[src/sv/fmns_pkg.sv]
// Shared types, register indexes and constants for the Fibonacci-modulo note sequencer.
`timescale 1ns / 1ps
package fmns_pkg;

  localparam int PERIOD_BITS_DEF = 24;
  localparam int CFG_IDX_W       = 3;
  localparam int CFG_DATA_W      = 24;

  localparam logic [CFG_IDX_W-1:0] REG_SYNC_MODE   = 3'd0;
  localparam logic [CFG_IDX_W-1:0] REG_STEP_PERIOD = 3'd1;
  localparam logic [CFG_IDX_W-1:0] REG_DIRECTION   = 3'd2;
  localparam logic [CFG_IDX_W-1:0] REG_FIRST_SEED  = 3'd3;
  localparam logic [CFG_IDX_W-1:0] REG_SECOND_SEED = 3'd4;
  localparam logic [CFG_IDX_W-1:0] REG_BASE_NOTE   = 3'd5;
  localparam logic [CFG_IDX_W-1:0] REG_NOTE_COUNT  = 3'd6;

  localparam logic [23:0] STEP_PERIOD_RST = 24'd5512;
  localparam logic [6:0]  BASE_NOTE_RST   = 7'd60;
  localparam logic [6:0]  NOTE_COUNT_RST  = 7'd24;
  localparam logic [4:0]  FIRST_SEED_RST  = 5'd0;
  localparam logic [4:0]  SECOND_SEED_RST = 5'd1;
  localparam int          MIN_PERIOD      = 256;
  localparam logic [6:0]  NOTE_MAX        = 7'd127;
  localparam logic [2:0]  DIV_LAST_STEP   = 3'd7;

  typedef struct packed {
    logic take;
    logic start_div;
    logic div_step;
    logic load_out;
  } dp_cmd_t;

  typedef struct packed {
    logic fire;
    logic div_last;
    logic out_free;
  } dp_stat_t;

endpackage

[src/sv/fmns_ifs.sv]
// Valid/ready channel interfaces for sample ticks and note-on results.
`timescale 1ns / 1ps
interface fmns_in_if;
  logic valid;
  logic ready;
  logic playing;
  modport source (output valid, output playing, input ready);
  modport sink (input valid, input playing, output ready);
endinterface

interface fmns_out_if;
  logic              valid;
  logic              ready;
  logic [6:0]        note;
  logic signed [7:0] residue;
  modport source (output valid, output note, output residue, input ready);
  modport sink (input valid, input note, input residue, output ready);
endinterface

[src/sv/fibonacci_mod_note_sequencer.sv]
// Top level of the Fibonacci-modulo note sequencer.
// A tick that causes no note leaves the block ready; the next tick transfers in the following cycle.
// A tick that fires a note runs a transfer, 8 restoring remainder iterations and a load into
// the output register, held while an earlier result waits for out_ch.ready; the next tick
// transfers in the cycle after that load.
// Reset (synchronous, active low) restores register defaults, seeds and a zero countdown.
`timescale 1ns / 1ps
module fibonacci_mod_note_sequencer #(
  parameter int PERIOD_BITS = fmns_pkg::PERIOD_BITS_DEF
) (
  input  logic                            clk,
  input  logic                            rst_n,
  input  logic                            cfg_we,
  input  logic [fmns_pkg::CFG_IDX_W-1:0]  cfg_index,
  input  logic [fmns_pkg::CFG_DATA_W-1:0] cfg_data,
  fmns_in_if.sink                         in_ch,
  fmns_out_if.source                      out_ch
);
  import fmns_pkg::*;

  dp_cmd_t  cmd;
  dp_stat_t stat;

  fmns_ctrl u_ctrl (
    .clk      (clk),
    .rst_n    (rst_n),
    .in_valid (in_ch.valid),
    .in_ready (in_ch.ready),
    .stat     (stat),
    .cmd      (cmd)
  );

  fmns_dpath #(
    .PERIOD_BITS (PERIOD_BITS)
  ) u_dpath (
    .clk         (clk),
    .rst_n       (rst_n),
    .cfg_we      (cfg_we),
    .cfg_index   (cfg_index),
    .cfg_data    (cfg_data),
    .in_playing  (in_ch.playing),
    .cmd         (cmd),
    .stat        (stat),
    .out_valid   (out_ch.valid),
    .out_ready   (out_ch.ready),
    .out_note    (out_ch.note),
    .out_residue (out_ch.residue)
  );

  a_fire_busy: assert property (@(posedge clk) disable iff (!rst_n)
    (in_ch.valid && in_ch.ready && stat.fire) |=> !in_ch.ready)
    else $error("ready while a note is in progress");

  a_quiet_ready: assert property (@(posedge clk) disable iff (!rst_n)
    (in_ch.valid && in_ch.ready && !stat.fire) |=> in_ch.ready)
    else $error("tick without a note left the block busy");

  a_residue_range: assert property (@(posedge clk) disable iff (!rst_n)
    out_ch.valid |-> (out_ch.residue != -8'sd128))
    else $error("residue out of range");

  a_load_free: assert property (@(posedge clk) disable iff (!rst_n)
    cmd.load_out |-> (!out_ch.valid || out_ch.ready))
    else $error("result loaded over a pending one");

endmodule

[src/sv/fmns_ctrl.sv]
// Controller state machine: tick transfer, remainder iterations and result hand-off.
`timescale 1ns / 1ps
module fmns_ctrl (
  input  logic               clk,
  input  logic               rst_n,
  input  logic               in_valid,
  output logic               in_ready,
  input  fmns_pkg::dp_stat_t stat,
  output fmns_pkg::dp_cmd_t  cmd
);
  import fmns_pkg::*;

  localparam logic [1:0] S_IDLE = 2'd0;
  localparam logic [1:0] S_DIV  = 2'd1;
  localparam logic [1:0] S_DONE = 2'd2;

  logic [1:0] state_r, state_nxt;

  always_comb begin
    state_nxt = state_r;
    cmd       = '0;
    in_ready  = 1'b0;
    case (state_r)
      S_IDLE: begin
        in_ready = 1'b1;
        if (in_valid) begin
          cmd.take = 1'b1;
          if (stat.fire) begin
            cmd.start_div = 1'b1;
            state_nxt     = S_DIV;
          end
        end
      end
      S_DIV: begin
        cmd.div_step = 1'b1;
        if (stat.div_last) begin
          state_nxt = S_DONE;
        end
      end
      S_DONE: begin
        if (stat.out_free) begin
          cmd.load_out = 1'b1;
          state_nxt    = S_IDLE;
        end
      end
      default: begin
        state_nxt = S_IDLE;
      end
    endcase
  end

  always_ff @(posedge clk) begin
    if (!rst_n) begin
      state_r <= S_IDLE;
    end else begin
      state_r <= state_nxt;
    end
  end

endmodule

[src/sv/fmns_dpath.sv]
// Datapath: registers, countdown, recurrence state, serial remainder and output register.
`timescale 1ns / 1ps
module fmns_dpath #(
  parameter int PERIOD_BITS = fmns_pkg::PERIOD_BITS_DEF
) (
  input  logic                             clk,
  input  logic                             rst_n,
  input  logic                             cfg_we,
  input  logic [fmns_pkg::CFG_IDX_W-1:0]   cfg_index,
  input  logic [fmns_pkg::CFG_DATA_W-1:0]  cfg_data,
  input  logic                             in_playing,
  input  fmns_pkg::dp_cmd_t                cmd,
  output fmns_pkg::dp_stat_t               stat,
  output logic                             out_valid,
  input  logic                             out_ready,
  output logic [6:0]                       out_note,
  output logic signed [7:0]                out_residue
);
  import fmns_pkg::*;

  localparam logic [32:0] PMAX = (33'd1 << PERIOD_BITS) - 33'd1;
  localparam logic [32:0] PMIN = 33'(MIN_PERIOD);

  logic                   sync_r, dir_r;
  logic [23:0]            period_r;
  logic [4:0]             seed1_r, seed2_r;
  logic [6:0]             base_r, nc_r;
  logic [PERIOD_BITS-1:0] cd_r, cd_nxt;
  logic [7:0]             older_r, older_nxt, newer_r, newer_nxt;
  logic                   running_r;
  logic [7:0]             dvd_r;
  logic [6:0]             rem_r;
  logic                   neg_r;
  logic [2:0]             cnt_r;
  logic                   out_valid_r;
  logic [6:0]             note_r;
  logic [7:0]             res_r;

  logic                   cfg_hit;
  logic [32:0]            step_ext, sat_val, ep_val;
  logic [PERIOD_BITS-1:0] ep;
  logic [6:0]             nc_eff;
  logic [4:0]             seed1_in, seed2_in;
  logic [7:0]             s1_ext, s2_ext, old_e, new_e;
  logic [PERIOD_BITS-1:0] cd_e;
  logic                   start_t, active;
  logic [8:0]             sum9, mag9;
  logic [7:0]             trial;
  logic                   ge;
  logic [7:0]             res_val;
  logic [9:0]             note10;
  logic [6:0]             note_val;

  always_comb begin
    case (cfg_index)
      REG_SYNC_MODE, REG_STEP_PERIOD, REG_DIRECTION, REG_FIRST_SEED,
      REG_SECOND_SEED, REG_BASE_NOTE, REG_NOTE_COUNT: cfg_hit = cfg_we;
      default: cfg_hit = 1'b0;
    endcase
  end

  assign step_ext = 33'(period_r);
  assign sat_val  = (step_ext > PMAX) ? PMAX : step_ext;
  assign ep_val   = (sat_val < PMIN) ? PMIN : sat_val;
  assign ep       = ep_val[PERIOD_BITS-1:0];
  assign nc_eff   = (nc_r == 7'd0) ? 7'd1 : nc_r;

  assign seed1_in = (cfg_we && cfg_index == REG_FIRST_SEED) ? cfg_data[4:0] : seed1_r;
  assign seed2_in = (cfg_we && cfg_index == REG_SECOND_SEED) ? cfg_data[4:0] : seed2_r;
  assign s1_ext  = {{3{seed1_in[4]}}, seed1_in};
  assign s2_ext  = {{3{seed2_in[4]}}, seed2_in};
  assign start_t = in_playing && !running_r;
  assign old_e   = start_t ? s1_ext : older_r;
  assign new_e   = start_t ? s2_ext : newer_r;
  assign cd_e    = start_t ? '0 : cd_r;
  assign active  = !sync_r || in_playing;

  assign stat.fire     = active && (cd_e <= PERIOD_BITS'(1));
  assign stat.div_last = (cnt_r == DIV_LAST_STEP);
  assign stat.out_free = !out_valid_r || out_ready;

  assign sum9  = {old_e[7], old_e} + {new_e[7], new_e};
  assign mag9  = sum9[8] ? (9'd0 - sum9) : sum9;
  assign trial = {rem_r, dvd_r[7]};
  assign ge    = trial >= {1'b0, nc_eff};

  assign res_val = neg_r ? (8'd0 - {1'b0, rem_r}) : {1'b0, rem_r};

  always_comb begin
    if (dir_r) begin
      note10 = {3'd0, base_r} + {3'd0, nc_eff} - 10'd1 - {{2{res_val[7]}}, res_val};
    end else begin
      note10 = {3'd0, base_r} + {{2{res_val[7]}}, res_val};
    end
    if (note10[9]) begin
      note_val = 7'd0;
    end else if (note10 > {3'd0, NOTE_MAX}) begin
      note_val = NOTE_MAX;
    end else begin
      note_val = note10[6:0];
    end
  end

  always_comb begin
    cd_nxt    = cd_r;
    older_nxt = older_r;
    newer_nxt = newer_r;
    if (cfg_hit) begin
      cd_nxt    = '0;
      older_nxt = s1_ext;
      newer_nxt = s2_ext;
    end else if (cmd.take) begin
      older_nxt = old_e;
      newer_nxt = new_e;
      cd_nxt    = cd_e;
      if (active) begin
        if (stat.fire) begin
          cd_nxt    = ep;
          older_nxt = new_e;
        end else begin
          cd_nxt = cd_e - PERIOD_BITS'(1);
        end
      end
    end else if (cmd.load_out) begin
      newer_nxt = res_val;
    end
  end

  always_ff @(posedge clk) begin
    if (!rst_n) begin
      sync_r      <= 1'b1;
      period_r    <= STEP_PERIOD_RST;
      dir_r       <= 1'b0;
      seed1_r     <= FIRST_SEED_RST;
      seed2_r     <= SECOND_SEED_RST;
      base_r      <= BASE_NOTE_RST;
      nc_r        <= NOTE_COUNT_RST;
      cd_r        <= '0;
      older_r     <= {{3{FIRST_SEED_RST[4]}}, FIRST_SEED_RST};
      newer_r     <= {{3{SECOND_SEED_RST[4]}}, SECOND_SEED_RST};
      running_r   <= 1'b0;
      out_valid_r <= 1'b0;
    end else begin
      if (cfg_we) begin
        case (cfg_index)
          REG_SYNC_MODE:   sync_r   <= cfg_data[0];
          REG_STEP_PERIOD: period_r <= cfg_data[23:0];
          REG_DIRECTION:   dir_r    <= cfg_data[0];
          REG_FIRST_SEED:  seed1_r  <= cfg_data[4:0];
          REG_SECOND_SEED: seed2_r  <= cfg_data[4:0];
          REG_BASE_NOTE:   base_r   <= cfg_data[6:0];
          REG_NOTE_COUNT:  nc_r     <= cfg_data[6:0];
          default: ;
        endcase
      end
      cd_r    <= cd_nxt;
      older_r <= older_nxt;
      newer_r <= newer_nxt;
      if (cmd.take) begin
        running_r <= in_playing;
      end
      if (cmd.load_out) begin
        out_valid_r <= 1'b1;
      end else if (out_ready) begin
        out_valid_r <= 1'b0;
      end
    end
  end

  always_ff @(posedge clk) begin
    if (cmd.start_div) begin
      dvd_r <= mag9[7:0];
      rem_r <= 7'd0;
      neg_r <= sum9[8];
      cnt_r <= 3'd0;
    end else if (cmd.div_step) begin
      dvd_r <= {dvd_r[6:0], 1'b0};
      rem_r <= ge ? 7'(trial - {1'b0, nc_eff}) : trial[6:0];
      cnt_r <= cnt_r + 3'd1;
    end
    if (cmd.load_out) begin
      note_r <= note_val;
      res_r  <= res_val;
    end
  end

  assign out_valid   = out_valid_r;
  assign out_note    = note_r;
  assign out_residue = $signed(res_r);

endmodule
[src/flat_wrapper.sv]
// flat-port wrapper written by rule: the top's interface ports become plain ports
module fibonacci_mod_note_sequencer_flat import fmns_pkg::*;
#(
  parameter int PERIOD_BITS = fmns_pkg::PERIOD_BITS_DEF
)
  (clk, rst_n, cfg_we, cfg_index, cfg_data, in_ch_valid, in_ch_playing, in_ch_ready, out_ch_valid, out_ch_note, out_ch_residue, out_ch_ready);
  fmns_in_if in_ch_i ();
  fmns_out_if out_ch_i ();
  input  logic clk;
  input  logic rst_n;
  input  logic cfg_we;
  input  logic [fmns_pkg::CFG_IDX_W-1:0] cfg_index;
  input  logic [fmns_pkg::CFG_DATA_W-1:0] cfg_data;
  input wire logic [$bits(in_ch_i.valid)-1:0] in_ch_valid;
  input wire logic [$bits(in_ch_i.playing)-1:0] in_ch_playing;
  output wire logic [$bits(in_ch_i.ready)-1:0] in_ch_ready;
  output wire logic [$bits(out_ch_i.valid)-1:0] out_ch_valid;
  output wire logic [$bits(out_ch_i.note)-1:0] out_ch_note;
  output wire logic [$bits(out_ch_i.residue)-1:0] out_ch_residue;
  input wire logic [$bits(out_ch_i.ready)-1:0] out_ch_ready;
  assign in_ch_i.valid = in_ch_valid;
  assign in_ch_i.playing = in_ch_playing;
  assign in_ch_ready = in_ch_i.ready;
  assign out_ch_valid = out_ch_i.valid;
  assign out_ch_note = out_ch_i.note;
  assign out_ch_residue = out_ch_i.residue;
  assign out_ch_i.ready = out_ch_ready;
  fibonacci_mod_note_sequencer #(.PERIOD_BITS(PERIOD_BITS)) u_core (.clk(clk), .rst_n(rst_n), .cfg_we(cfg_we), .cfg_index(cfg_index), .cfg_data(cfg_data), .in_ch(in_ch_i), .out_ch(out_ch_i));
endmodule
[config.mk]
export PLATFORM = sky130hd
export DESIGN_NAME = fibonacci_mod_note_sequencer_flat
export DESIGN_NICKNAME = d
export VERILOG_FILES = /design/src/sv/fmns_pkg.sv /design/src/sv/fmns_ifs.sv /design/src/sv/fibonacci_mod_note_sequencer.sv /design/src/sv/fmns_ctrl.sv /design/src/sv/fmns_dpath.sv /design/src/flat_wrapper.sv
export SDC_FILE = /design/constraint.sdc
export NUM_CORES = 1
export LEC_CHECK = 0
export ABC_CLOCK_PERIOD_IN_PS = 8700
export BUFFER_PORTS_ARGS = -buffer_cell sky130_fd_sc_hd__buf_2
export CORE_MARGIN = 4
export CORE_UTILIZATION = 40
export DETAILED_ROUTE_END_ITERATION = 12
export PLACE_DENSITY = 0.52
export SYNTH_ARGS = -nofsm -noshare
export SYNTH_HDL_FRONTEND = slang
export SYNTH_SLANG_ARGS = --single-unit
[constraint.sdc]
create_clock -name clk -period 8.7 [get_ports clk]
set_input_delay 0.87 -clock clk [delete_from_list [all_inputs] [get_ports clk]]
set_output_delay 0.87 -clock clk [all_outputs]
set_load 0.1 [all_outputs]
* After elaboration in Yosys (flattened, before gate mapping)
Index checks and enable logic that the tools add are counted.
** Operators by class
- Add/sub/neg operators :: 10
- Magnitude comparators :: 5
- Eq/ne operators :: 13
- Mux-type cells :: 39
- Bitwise gates (word level) :: 1
- Reduce and logical (&&, ||, !) cells :: 26
** Operators with widths (count)
- $mux 24 :: 5
- $mux 8 :: 13
- $gt 24x24->1 const B :: 1
- $le 24x1->1 const B :: 1
- $lt 24x9->1 const B :: 1
- $sub 24x1->24 const B :: 1
- $mux 7 :: 3
- $add 8x8->9 :: 2
- $reduce_and 2->1 :: 7
- $eq 3x3->1 const B :: 4
- $mux 2 :: 6
- $gt 10x7->1 const B :: 1
- $mux 10 :: 1
- $mux 5 :: 2
- $sub 9x8->10 :: 1
- $sub 8x1->9 const B :: 1
- $add 7x7->8 :: 1
- $ge 8x7->1 :: 1
- $mux 1 :: 8
- $sub 1x7->8 const A :: 1
- $sub 1x8->8 const A :: 1
- $logic_not 7->1 :: 1
- $reduce_or 7->1 :: 1
- $sub 7x7->7 :: 1
- 18 further kinds :: 29
** Word-level totals
- Register bits :: 128
- Output and inout bits :: 17
- Logic and storage cells :: 113

* Logic depth before layout (Yosys ltp)
Gate-level depths: netlist of the first run.
- Depth in word-level cells :: 10
- Depth in mapped cells :: 20

* Hierarchy
From an unflattened synthesis of the first run, not the netlist that was laid out.
** Second synthesis, totals
- Cells, all modules :: 996
- Area, all modules :: 7967.6 sq um
** Modules (own cells, without submodules)
- fmns_dpath :: instances 1, cells each 981, area each 7847.5 sq um, sequential area each 2762.6 sq um
- fmns_ctrl :: instances 1, cells each 15, area each 120.1 sq um, sequential area each 40.0 sq um

* Worst setup path after synthesis of the first run
OpenSTA, ideal clock, no wires.
- Kind :: input-to-reg
- From :: in cfg_index[1] (netlist name)
- To :: reg u_core.u_dpath.dvd_r[7] (data pin)
- Library setup time :: 0.260 ns
- Arrival time :: 3.986 ns
- Data required time :: 8.440 ns
- Path slack :: 4.454 ns
- Cell stages on the path :: 14
- Path buffers :: 1
- Path through :: nor4bb_1 -> buf_2 -> mux2_2 -> mux2i_1 -> inv_1 -> ha_1 -> fa_1 -> a211oi_1 -> o21ai_0 -> a221o_1 -> o31ai_1 -> o2bb2ai_1 -> xnor2_1 -> mux2_4
** On the way
- Cells in the longest elaborated chain, start to end :: 8
** Ends and longest elaborated chain
- start, declared :: line flat_wrapper.sv:12 : input logic [fmns_pkg::CFG_IDX_W-1:0] cfg_index;
- $eq 3x2->1 or $eq 3x3->1 (tied branches) :: line fmns_dpath.sv:68, fmns_dpath.sv:69
- $logic_and 1x1->1 (on tied branches) :: line fmns_dpath.sv:68, fmns_dpath.sv:69
- $mux 5 (on tied branches) :: line fmns_dpath.sv:68, fmns_dpath.sv:69
- $mux 8 (on tied branches) :: line fmns_dpath.sv:73, fmns_dpath.sv:74
- $add 8x8->9 (*) :: line fmns_dpath.sv:82 : assign sum9 = {old_e[7], old_e} + {new_e[7], new_e};
- $sub 1x8->8 :: line fmns_dpath.sv:83 : assign mag9 = sum9[8] ? (9'd0 - sum9) : sum9;
- $mux 8 (*) :: line fmns_dpath.sv:83
- $mux 8 (*) :: line fmns_dpath.sv:171 : if (cmd.start_div) begin
- end signal, assigned :: line fmns_dpath.sv:172 : dvd_r <= mag9[7:0];
- end signal, assigned :: line fmns_dpath.sv:177 : dvd_r <= {dvd_r[6:0], 1'b0};
- end, declared :: line fmns_dpath.sv:31 : logic [7:0] dvd_r;
Every way passes the cells marked *; elsewhere a longest branch is shown, timed or not.
A chain may end at the register's enable or synchronous reset.

* Final worst setup path of the first run
Same ends and word-level chain as after synthesis.

==> results of run 1 <==
[per-stage QoR]
step / setup WS [ns] / instance area (sq um) / util / hold WS, ns / total power [mW]
after floorplan: 4.45 / 8120 / - / 0.433 / 1.55
after global placement: 3.92 / 8560 / 0.434 / 0.449 / 1.80
after detailed placement: 3.94 / 8560 / 0.434 / 0.451 / 1.80
after CTS: 4.33 / 9160 / 0.464 / 0.459 / 2.53
after global routing: 4.00 / 9160 / 0.464 / 0.476 / 2.71
final: 4.32 / 9160 / 0.464 / 0.458 / 2.51
[sequential cells by signal (all words and copies together) (netlist names), 2 cells and up]
name,cells
u_core.u_ctrl.state_r,2
u_core.u_dpath.base_r,7
u_core.u_dpath.cd_r,24
u_core.u_dpath.cnt_r,3
u_core.u_dpath.dvd_r,8
u_core.u_dpath.nc_r,7
u_core.u_dpath.newer_r,8
u_core.u_dpath.older_r,8
u_core.u_dpath.out_note,7
u_core.u_dpath.out_residue,8
u_core.u_dpath.period_r,24
u_core.u_dpath.rem_r,7
u_core.u_dpath.seed1_r,5
u_core.u_dpath.seed2_r,5
[cells in the final DEF, fill, tap and decap left out, types with 19 or more instances in the layout]
| cell type | Yosys | layout |
|---|---|---|
| ha_1 | 50 | 50 |
| buf_2 | 6 | 49 |
| nor3_1 | 25 | 25 |
| edfxtp_1 | 24 | 24 |
| o21ai_0 | 63 | 63 |
| nand3_1 | 28 | 28 |
| xnor2_1 | 19 | 19 |
| nor2_1 | 102 | 102 |
| inv_1 | 59 | 59 |
| a21oi_1 | 97 | 97 |
| dfxtp_1 | 104 | 104 |
| nand2_1 | 153 | 153 |
[worst max-delay path, delay by kind of cell]
| kind | cells | cell delay, ns |
|---|---|---|
| fa+ha+maj | 2 | 0.64 |
| buf+inv | 3 | 0.44 |
| mux | 3 | 0.90 |
| xor+xnor | 1 | 0.09 |
| compound gates | 5 | 1.30 |
| simple gates | 1 | 0.31 |
[cell usage after synthesis (3+ instances only)]
cell type / count
a211oi_1: 14
a21o_1: 5
a21oi_1: 97
a221oi_1: 8
a22oi_1: 4
a311oi_1: 4
a31oi_1: 8
and2_1: 9
and3_1: 4
buf_2: 6
buf_6: 3
clkbuf_1: 36
dfxtp_1: 104
edfxtp_1: 24
fa_1: 5
ha_1: 50
inv_1: 59
mux2_2: 4
mux2i_1: 18
nand2_1: 153
nand2b_1: 12
nand3_1: 28
nand3b_1: 3
nand4_1: 7
nand4b_1: 3
nor2_1: 102
nor2b_1: 17
nor3_1: 25
nor4_1: 14
o211ai_1: 15
o21a_1: 15
o21ai_0: 63
o21ai_1: 5
o21bai_1: 5
o221ai_1: 3
o22ai_1: 9
o31a_1: 4
o31ai_1: 3
or2_2: 3
or3_1: 6
xnor2_1: 19
xor2_1: 11
[logic make-up (layout without fill, tap and decap cells)]
| logic type | after synthesis | after routing | synth area share |
|---|---|---|---|
| mux | 23 | 23 | 0.0296 |
| fa+ha+maj | 55 | 55 | 0.0893 |
| compound gates | 289 | 289 | 0.226 |
| buf+inv | 108 | 151 | 0.0541 |
| flops | 128 | 128 | 0.345 |
| simple gates | 396 | 396 | 0.224 |
| xor+xnor | 30 | 30 | 0.0323 |
[power by group through the flow]
stage	clock, mW	sequential [mW]	combinational [mW]
floorplan	0	0.725	0.826
global placement	0	0.742	1.06
detailed placement	0	0.742	1.06
CTS	0.731	0.729	1.07
global route	0.755	0.737	1.21
finish	0.715	0.730	1.07
[area by class of cell]
| type | count | area share |
|---|---|---|
| multi-input cells | 793 | 0.533 |
| flip-flops and latches | 128 | 0.306 |
| clock inverters | 8 | 0.00793 |
| repair buffers | 58 | 0.0342 |
| clock buffers | 24 | 0.0571 |
| well taps | 265 | 0.0362 |
| inverters | 61 | 0.0250 |
[layer usage]
metal / share of wire / vias to the layer above / GRT usage
li1: - / 3737 / -
met1: 0.52 / 3414 / 0.315
met2: 0.43 / 150 / 0.305
met3: 0.045 / 23 / 0.0361
met4: 0.013 / 0 / 0.0471
met5: 0 / - / 0
[worst min-delay path by stage]
stage	slack [ns]	end	start	depth (start not counted)
final	0.46	u_core.u_dpath.period_r[6]	u_core.u_dpath.period_r[6]	2
after global routing	0.48	u_core.u_dpath.period_r[5]	u_core.u_dpath.period_r[5]	2
after CTS	0.46	u_core.u_dpath.period_r[6]	u_core.u_dpath.period_r[6]	2
after detailed placement	0.45	u_core.u_dpath.period_r[6]	u_core.u_dpath.period_r[6]	2
after global placement	0.45	u_core.u_dpath.period_r[1]	u_core.u_dpath.period_r[1]	2
after floorplan	0.43	u_core.u_dpath.sync_r	u_core.u_dpath.sync_r	2
==> summary.txt, run 1 <==
Run status
  – Outcome: completed

Pwr
  – Flop pwr share: 0.291
  – Leakage: 3.68 nW
  – Power share of the clock group: 0.285
  – Switch Pwr: 964 uW
  – Comb pwr share: 0.425
  – Pint: 1.55 mW
  – Peak VDD IR: 0.118 mV
  – Switch share: 0.384
  – Cell Pwr Density: roughly 270 nW/um^2

Die
  – Full die area: around 23000 sq um
  – Overall die width: 151 um
  – Die H: 151 um
  – Initial core utilization: 0.412
  – Std cell rows: between 50 and 60
  – Core area: around 20000 sq um
  – Num ports: 50

GRT
  – GRT overflow: 0
  – First-pass GRT wire length: 36900 um
  – Initial antenna violation count: 0
  – Number of global-route vias before repair: about 6800
  – Largest net degree at the start of global routing: 43
  – Tot GR Track Use: 0.207

Critical path
  – Critical path required time: 8.87 ns
  – Critical Path Source Type: input pin
  – Reg2reg end: u_core.u_dpath.out_note[1]
  – Critical Path Start: cfg_index[1]
  – CP endpoint: u_core.u_dpath.dvd_r[7]
  – Slowest stage cell on the critical path: fa_1
  – Crit Reg-Reg Startpoint: u_core.u_dpath.nc_r[1]
  – CP endpoint kind: flop
  – CP Cell Sequence: buf_2 > nor4bb_1 > buf_4 > mux2_2 > mux2i_1 > inv_1 > ha_1 > fa_1 > a211oi_1 > o21ai_0 > a221o_1 > o31ai_1 > o2bb2ai_1 > xnor2_1 > mux2_4
  – Crit Path Class: in2reg
  – Reg2Reg Setup Slack: 4.71 ns
  – Critical Path Max Stage Delay: 0.41 ns
  – Critical Path AT: 4.56 ns
  – CP Max Fanout: 7
  – Worst R2R Path Depth: 17

STA
  – Final setup vio count: 0
  – Total negative slack: 0 ns
  – Max-slew violations: 0
  – Unrepaired setup endpoints after global routing: false
  – Final Hold Viols: 0
  – Relative max-transition margin: 0.256
  – Crit share post-route: 0.504
  – Measured slew at the worst slew-check pin: 1.11 ns
  – Achievable Freq: 228 MHz
  – Min cycle time layout: between 4 and 5 ns
  – Worst clock skew: 0.00954 ns

Logic synthesis
  – Synth warn: 0
  – Sequential-to-total area share from yosys stat: 0.345
  – Top_reg_cell synth: dfxtp_1
  – Async S/R FF share, synth: 0
  – Avg Cell Area, Syn: slightly below 8 sq um
  – Synthesized area: roughly 8000 sq um
  – Netlist cell types: 75
  – Seq cells post-synth: 128
  – Post-synth top area cell: dfxtp_1
  – Synth top area cells: dfxtp_1 26%, edfxtp_1 8.9%, ha_1 7.7%
  – Syn_nets: 1117
  – Number of synthesized flops with an enable pin: 24
  – Yosys top cell area share: 0.256
  – Cells after synthesis: 1029

Finish
  – Number of nets in the layout: 1147
  – # fillers: 1969
  – Fraction of layout cells with a size suffix above 1: 0.101
  – Register area: 2800 sq um
  – Synth-to-Final Area Change: 12.7%
  – Ant. Diodes: 0
  – Non-Filler Instances: 1337
  – Area of the multi-input gates: approximately 5000 sq um

Detailed routing
  – Pre-antenna DRT Iters: 7
  – Antenna-violating nets left: 0
  – Remaining DRCs: 0
  – Vias: 7324
  – Per-cell routed wire length: 17.1 um
  – Drt total wl: approximately 23000 um
  – Vias per inst: 5.48
  – DR iter-0 viols: 446

Placed design
  – # port buffers: 49
  – Placed Cells: 1305
  – Gpl congestion: 0.836
  – DP HPWL: 16600 um

Clocking
  – Reg clk slew, reported paths: 0.06 ns
  – Longest Clk Path Bufs: 2
  – CTS resizes: 0
  – CTS tree: built
  – Clock Sinks: 128
  – Buffer count from post-CTS setup fixing: 0
  – CTS Root Cell: clkbuf_16
  – Hold-fix buffers, CTS: 0
  – H-Tree Depth: 4
  – Clk_lat worst skew: about 0.42 ns
  – CTS buffer count: 17

Job
  – Max-Cap Viols: 0

Worst hold path
  – Worst hold path class: reg2reg
No activity file was read; power rests on OpenSTA's default activity.
==> run 2, diff against run 1 <==
- ABC_CLOCK_PERIOD_IN_PS: 8700 -> 4150
- clock period: 8.7 -> 4.15 ns (I/O delays scaled with it)
==> run 2 against run 1 <==
Compared with the run above: flip-flop and latch count unchanged; routed wire length is 0.99% higher; clock-buffer cell count fell by 3; design area rose by 1.6%; utilization rose by 0.72 points; clock skew fell by 0.00070 ns; global-route usage grew 0.26 points; critical endpoint is now u_core.u_dpath.out_note[0]; largest cell class unchanged; highest routed layer unchanged.
==> summary.txt, run 2 (same netlist as run 1, synthesis figures left out) <==
Run status
  – Outcome: completed

Placed design
  – DP HPWL: 17000 um (+2.5%)
  – # port buffers: 49 (unchanged)
  – Post-Place Setup Slack: 0.0128 ns (-3.92 ns)
  – Gpl congestion: 0.860 (+2.8%)
  – Placed Cells: 1332 (+2.1%)

Die
  – Num ports: 50 (unchanged)
  – Initial core utilization: 0.412 (unchanged)
  – Std cell rows: 51 (unchanged)
  – Full die area: 22700 sq um (unchanged)
  – Die H: 151 um (unchanged)
  – Core area: 19700 sq um (unchanged)
  – Overall die width: 151 um (unchanged)

GRT
  – GRT overflow: 0 (unchanged)
  – Tot GR Track Use: 0.210 (+0.00259)
  – First-pass GRT wire length: 37400 um (+1.3%)
  – Initial antenna violation count: 0 (unchanged)
  – Largest net degree at the start of global routing: 29 (-33%)
  – Number of global-route vias before repair: 6906 (+1.9%)

Critical path
  – Reg2Reg Setup Slack: 0.27 ns (-4.44 ns)
  – Critical Path AT: 4.11 ns (-0.45 ns)
  – CP Cell Sequence: nor2_1 > a31o_2 > inv_1 > ha_1 > inv_1 > ha_1 > fa_1 > a21oi_1 > nor2_1 > nor2_1 > xnor2_1 > ha_1 > or3_1 > o32a_1 > mux2i_2 > nand3_2 > a311oi_1
  – CP Max Fanout: 5 (-2)
  – Critical path required time: 4.38 ns (-4.49 ns)
  – Slowest stage cell on the critical path: or3_1
  – CP endpoint kind: flop
  – Critical Path Start: u_core.u_dpath.nc_r[2]
  – Crit Reg-Reg Startpoint: u_core.u_dpath.nc_r[2]
  – Critical Path Source Type: flop
  – Critical Path Max Stage Delay: 0.41 ns (about the same)
  – Crit Path Class: reg2reg

Finish
  – # fillers: 1970 (+0.051%)
  – Area of the multi-input gates: 4900 sq um (+0.38%)
  – Ant. Diodes: 0 (unchanged)
  – Number of nets in the layout: 1174 (+2.4%)
  – Commonest non-fill, non-tap cell in the layout: nand2_1
  – Register area: 2800 sq um (about the same)
  – Synth-to-Final Area Change: 14.5%
  – Finished Core Util: 0.472 (+0.00723)
  – Fraction of layout cells with a size suffix above 1: 0.126 (+0.0248)
  – Non-Filler Instances: 1364 (+2.0%)
  – Largest regs: u_core.u_dpath.cd_r (24), u_core.u_dpath.period_r (24)
  – Commonest cells after routing, fill and taps aside: 153 x nand2_1, 103 x dfxtp_1, 102 x nor2_1

Pwr
  – Leakage: 3.78 nW (+2.8%)
  – Cell Pwr Density: 558 nW/um^2 (+100%)
  – Peak VDD IR: 0.286 mV (+140%)

Clocking
  – H-Tree Depth: 4 (unchanged)
  – Reg clk slew, reported paths: 0.06 ns (about the same)
  – Clk_lat worst skew: 0.42 ns (about the same)
  – Clock Sinks: 128 (unchanged)
  – CTS tree: built
  – CTS Root Cell: clkbuf_16
  – Buffer count from post-CTS setup fixing: 0 (unchanged)
  – Longest Clk Path Bufs: 2 (unchanged)
  – CTS buffer count: 17 (unchanged)

Worst hold path
  – Hold path startpoint: cfg_data[8]
  – Worst hold path class: in2reg

STA
  – Final Hold Viols: 0 (unchanged)
  – Achievable Freq: ~260 MHz
  – Hold_ws: 0.203 ns (-0.255 ns)
  – Measured slew at the worst slew-check pin: 1.05 ns (-0.0639 ns)
  – Crit share post-route: 0.934
  – Setup WS post-layout: 0.273 ns (-4.04 ns)
  – Max-slew violations: 0 (unchanged)
  – Unrepaired setup endpoints after global routing: false
  – Total negative slack: 0 ns (unchanged)
  – Relative max-transition margin: 0.300 (+0.0440)
  – Final setup vio count: 0 (unchanged)
  – Min cycle time layout: 3.88 ns
  – Worst clock skew: 0.00885 ns (-0.000699 ns)

Detailed routing
  – Drt total wl: 23000 um (+0.99%)
  – Antenna-violating nets left: 0 (unchanged)
  – Pre-antenna DRT Iters: 5 (-2)
  – Per-cell routed wire length: 16.9 um (-1.0%)
  – Vias per inst: 5.46 (-0.32%)
  – Vias: 7448 (+1.7%)
  – Met3 WL: 1260 um (+23%)
  – DR WL met2: 9710 um (about the same)
  – Remaining DRCs: 0 (unchanged)
  – M1 WL: 11900 um (+1.2%)
  – Highest Signal Layer: met4
  – DR iter-0 viols: 472 (+5.8%)

Job
  – Max-Cap Viols: 0 (unchanged)
==> run 2: cell types whose count changed in the layout (fill, tap and decap cells not counted), sizes merged <==
cell | previous run | this run
buf | 58 | 85
clkinv | 5 | 9
clkbuf | 24 | 21
bufinv | 1 | 0
clkinvlp | 2 | 1
inv | 61 | 62
==> run 2: metal layers <==
metal,up-vias,GRT usage
met2,193,0.309
li1,3789,-
met4,0,0.0339
met5,-,0
met1,3455,0.324
met3,11,0.0364
==> run 2: final cells by class <==
| class | count | share of cell area |
|---|---|---|
| clock inverter | 11 | 0.00700 |
| tap | 265 | 0.0357 |
| inverter | 61 | 0.0246 |
| multi-input combinational | 793 | 0.527 |
| timing repair buffer | 85 | 0.0554 |
| clock buffer | 21 | 0.0484 |
| sequential | 128 | 0.302 |
==> run 2: path summary, 6_finish.rpt <==
check                                     to  depth (start not counted)
setup / recovery  u_core.u_dpath.out_note[0]                         17
hold / removal    u_core.u_dpath.period_r[8]                          3
setup reg to reg  u_core.u_dpath.out_note[0]                         17
hold reg to reg   u_core.u_dpath.period_r[1]                          2
==> run 2: repair_timing <==
action | in CTS | in global routing
endpoints found under the hold margin | 0 | 0
gates resized for setup | 0 | 6
hold buffers | 0 | 0
endpoints found under the setup margin | 0 | 7
==> run 2: per-stage QoR <==
step | area (sq um) | total power, mW
after detailed placement | 8760 | 3.83
after global placement | 8760 | 3.84
after CTS | 9280 | 5.18
after floorplan | 8120 | 3.25
after global routing | 9300 | 5.59
final | 9300 | 5.19
==> run 2: worst max-delay path, delay by kind of cell, from the launching register on <==
| family | cells | cell delay [ns] |
|---|---|---|
| XOR/XNOR | 1 | 0.09 |
| buffers and inverters | 2 | 0.10 |
| AO/OA/AOI/OAI | 4 | 1.11 |
| AND/OR/NAND/NOR | 5 | 0.84 |
| flip-flops | 1 | 0.36 |
| adder cells (fa/ha/maj) | 4 | 0.97 |
| multiplexers | 1 | 0.23 |
==> run 2: report_power, final <==
part	total (mW)	internal [mW]	switching, mW
logic	2.32	0.943	1.38
clock network	1.33	0.772	0.562
registers	1.53	1.42	0.106
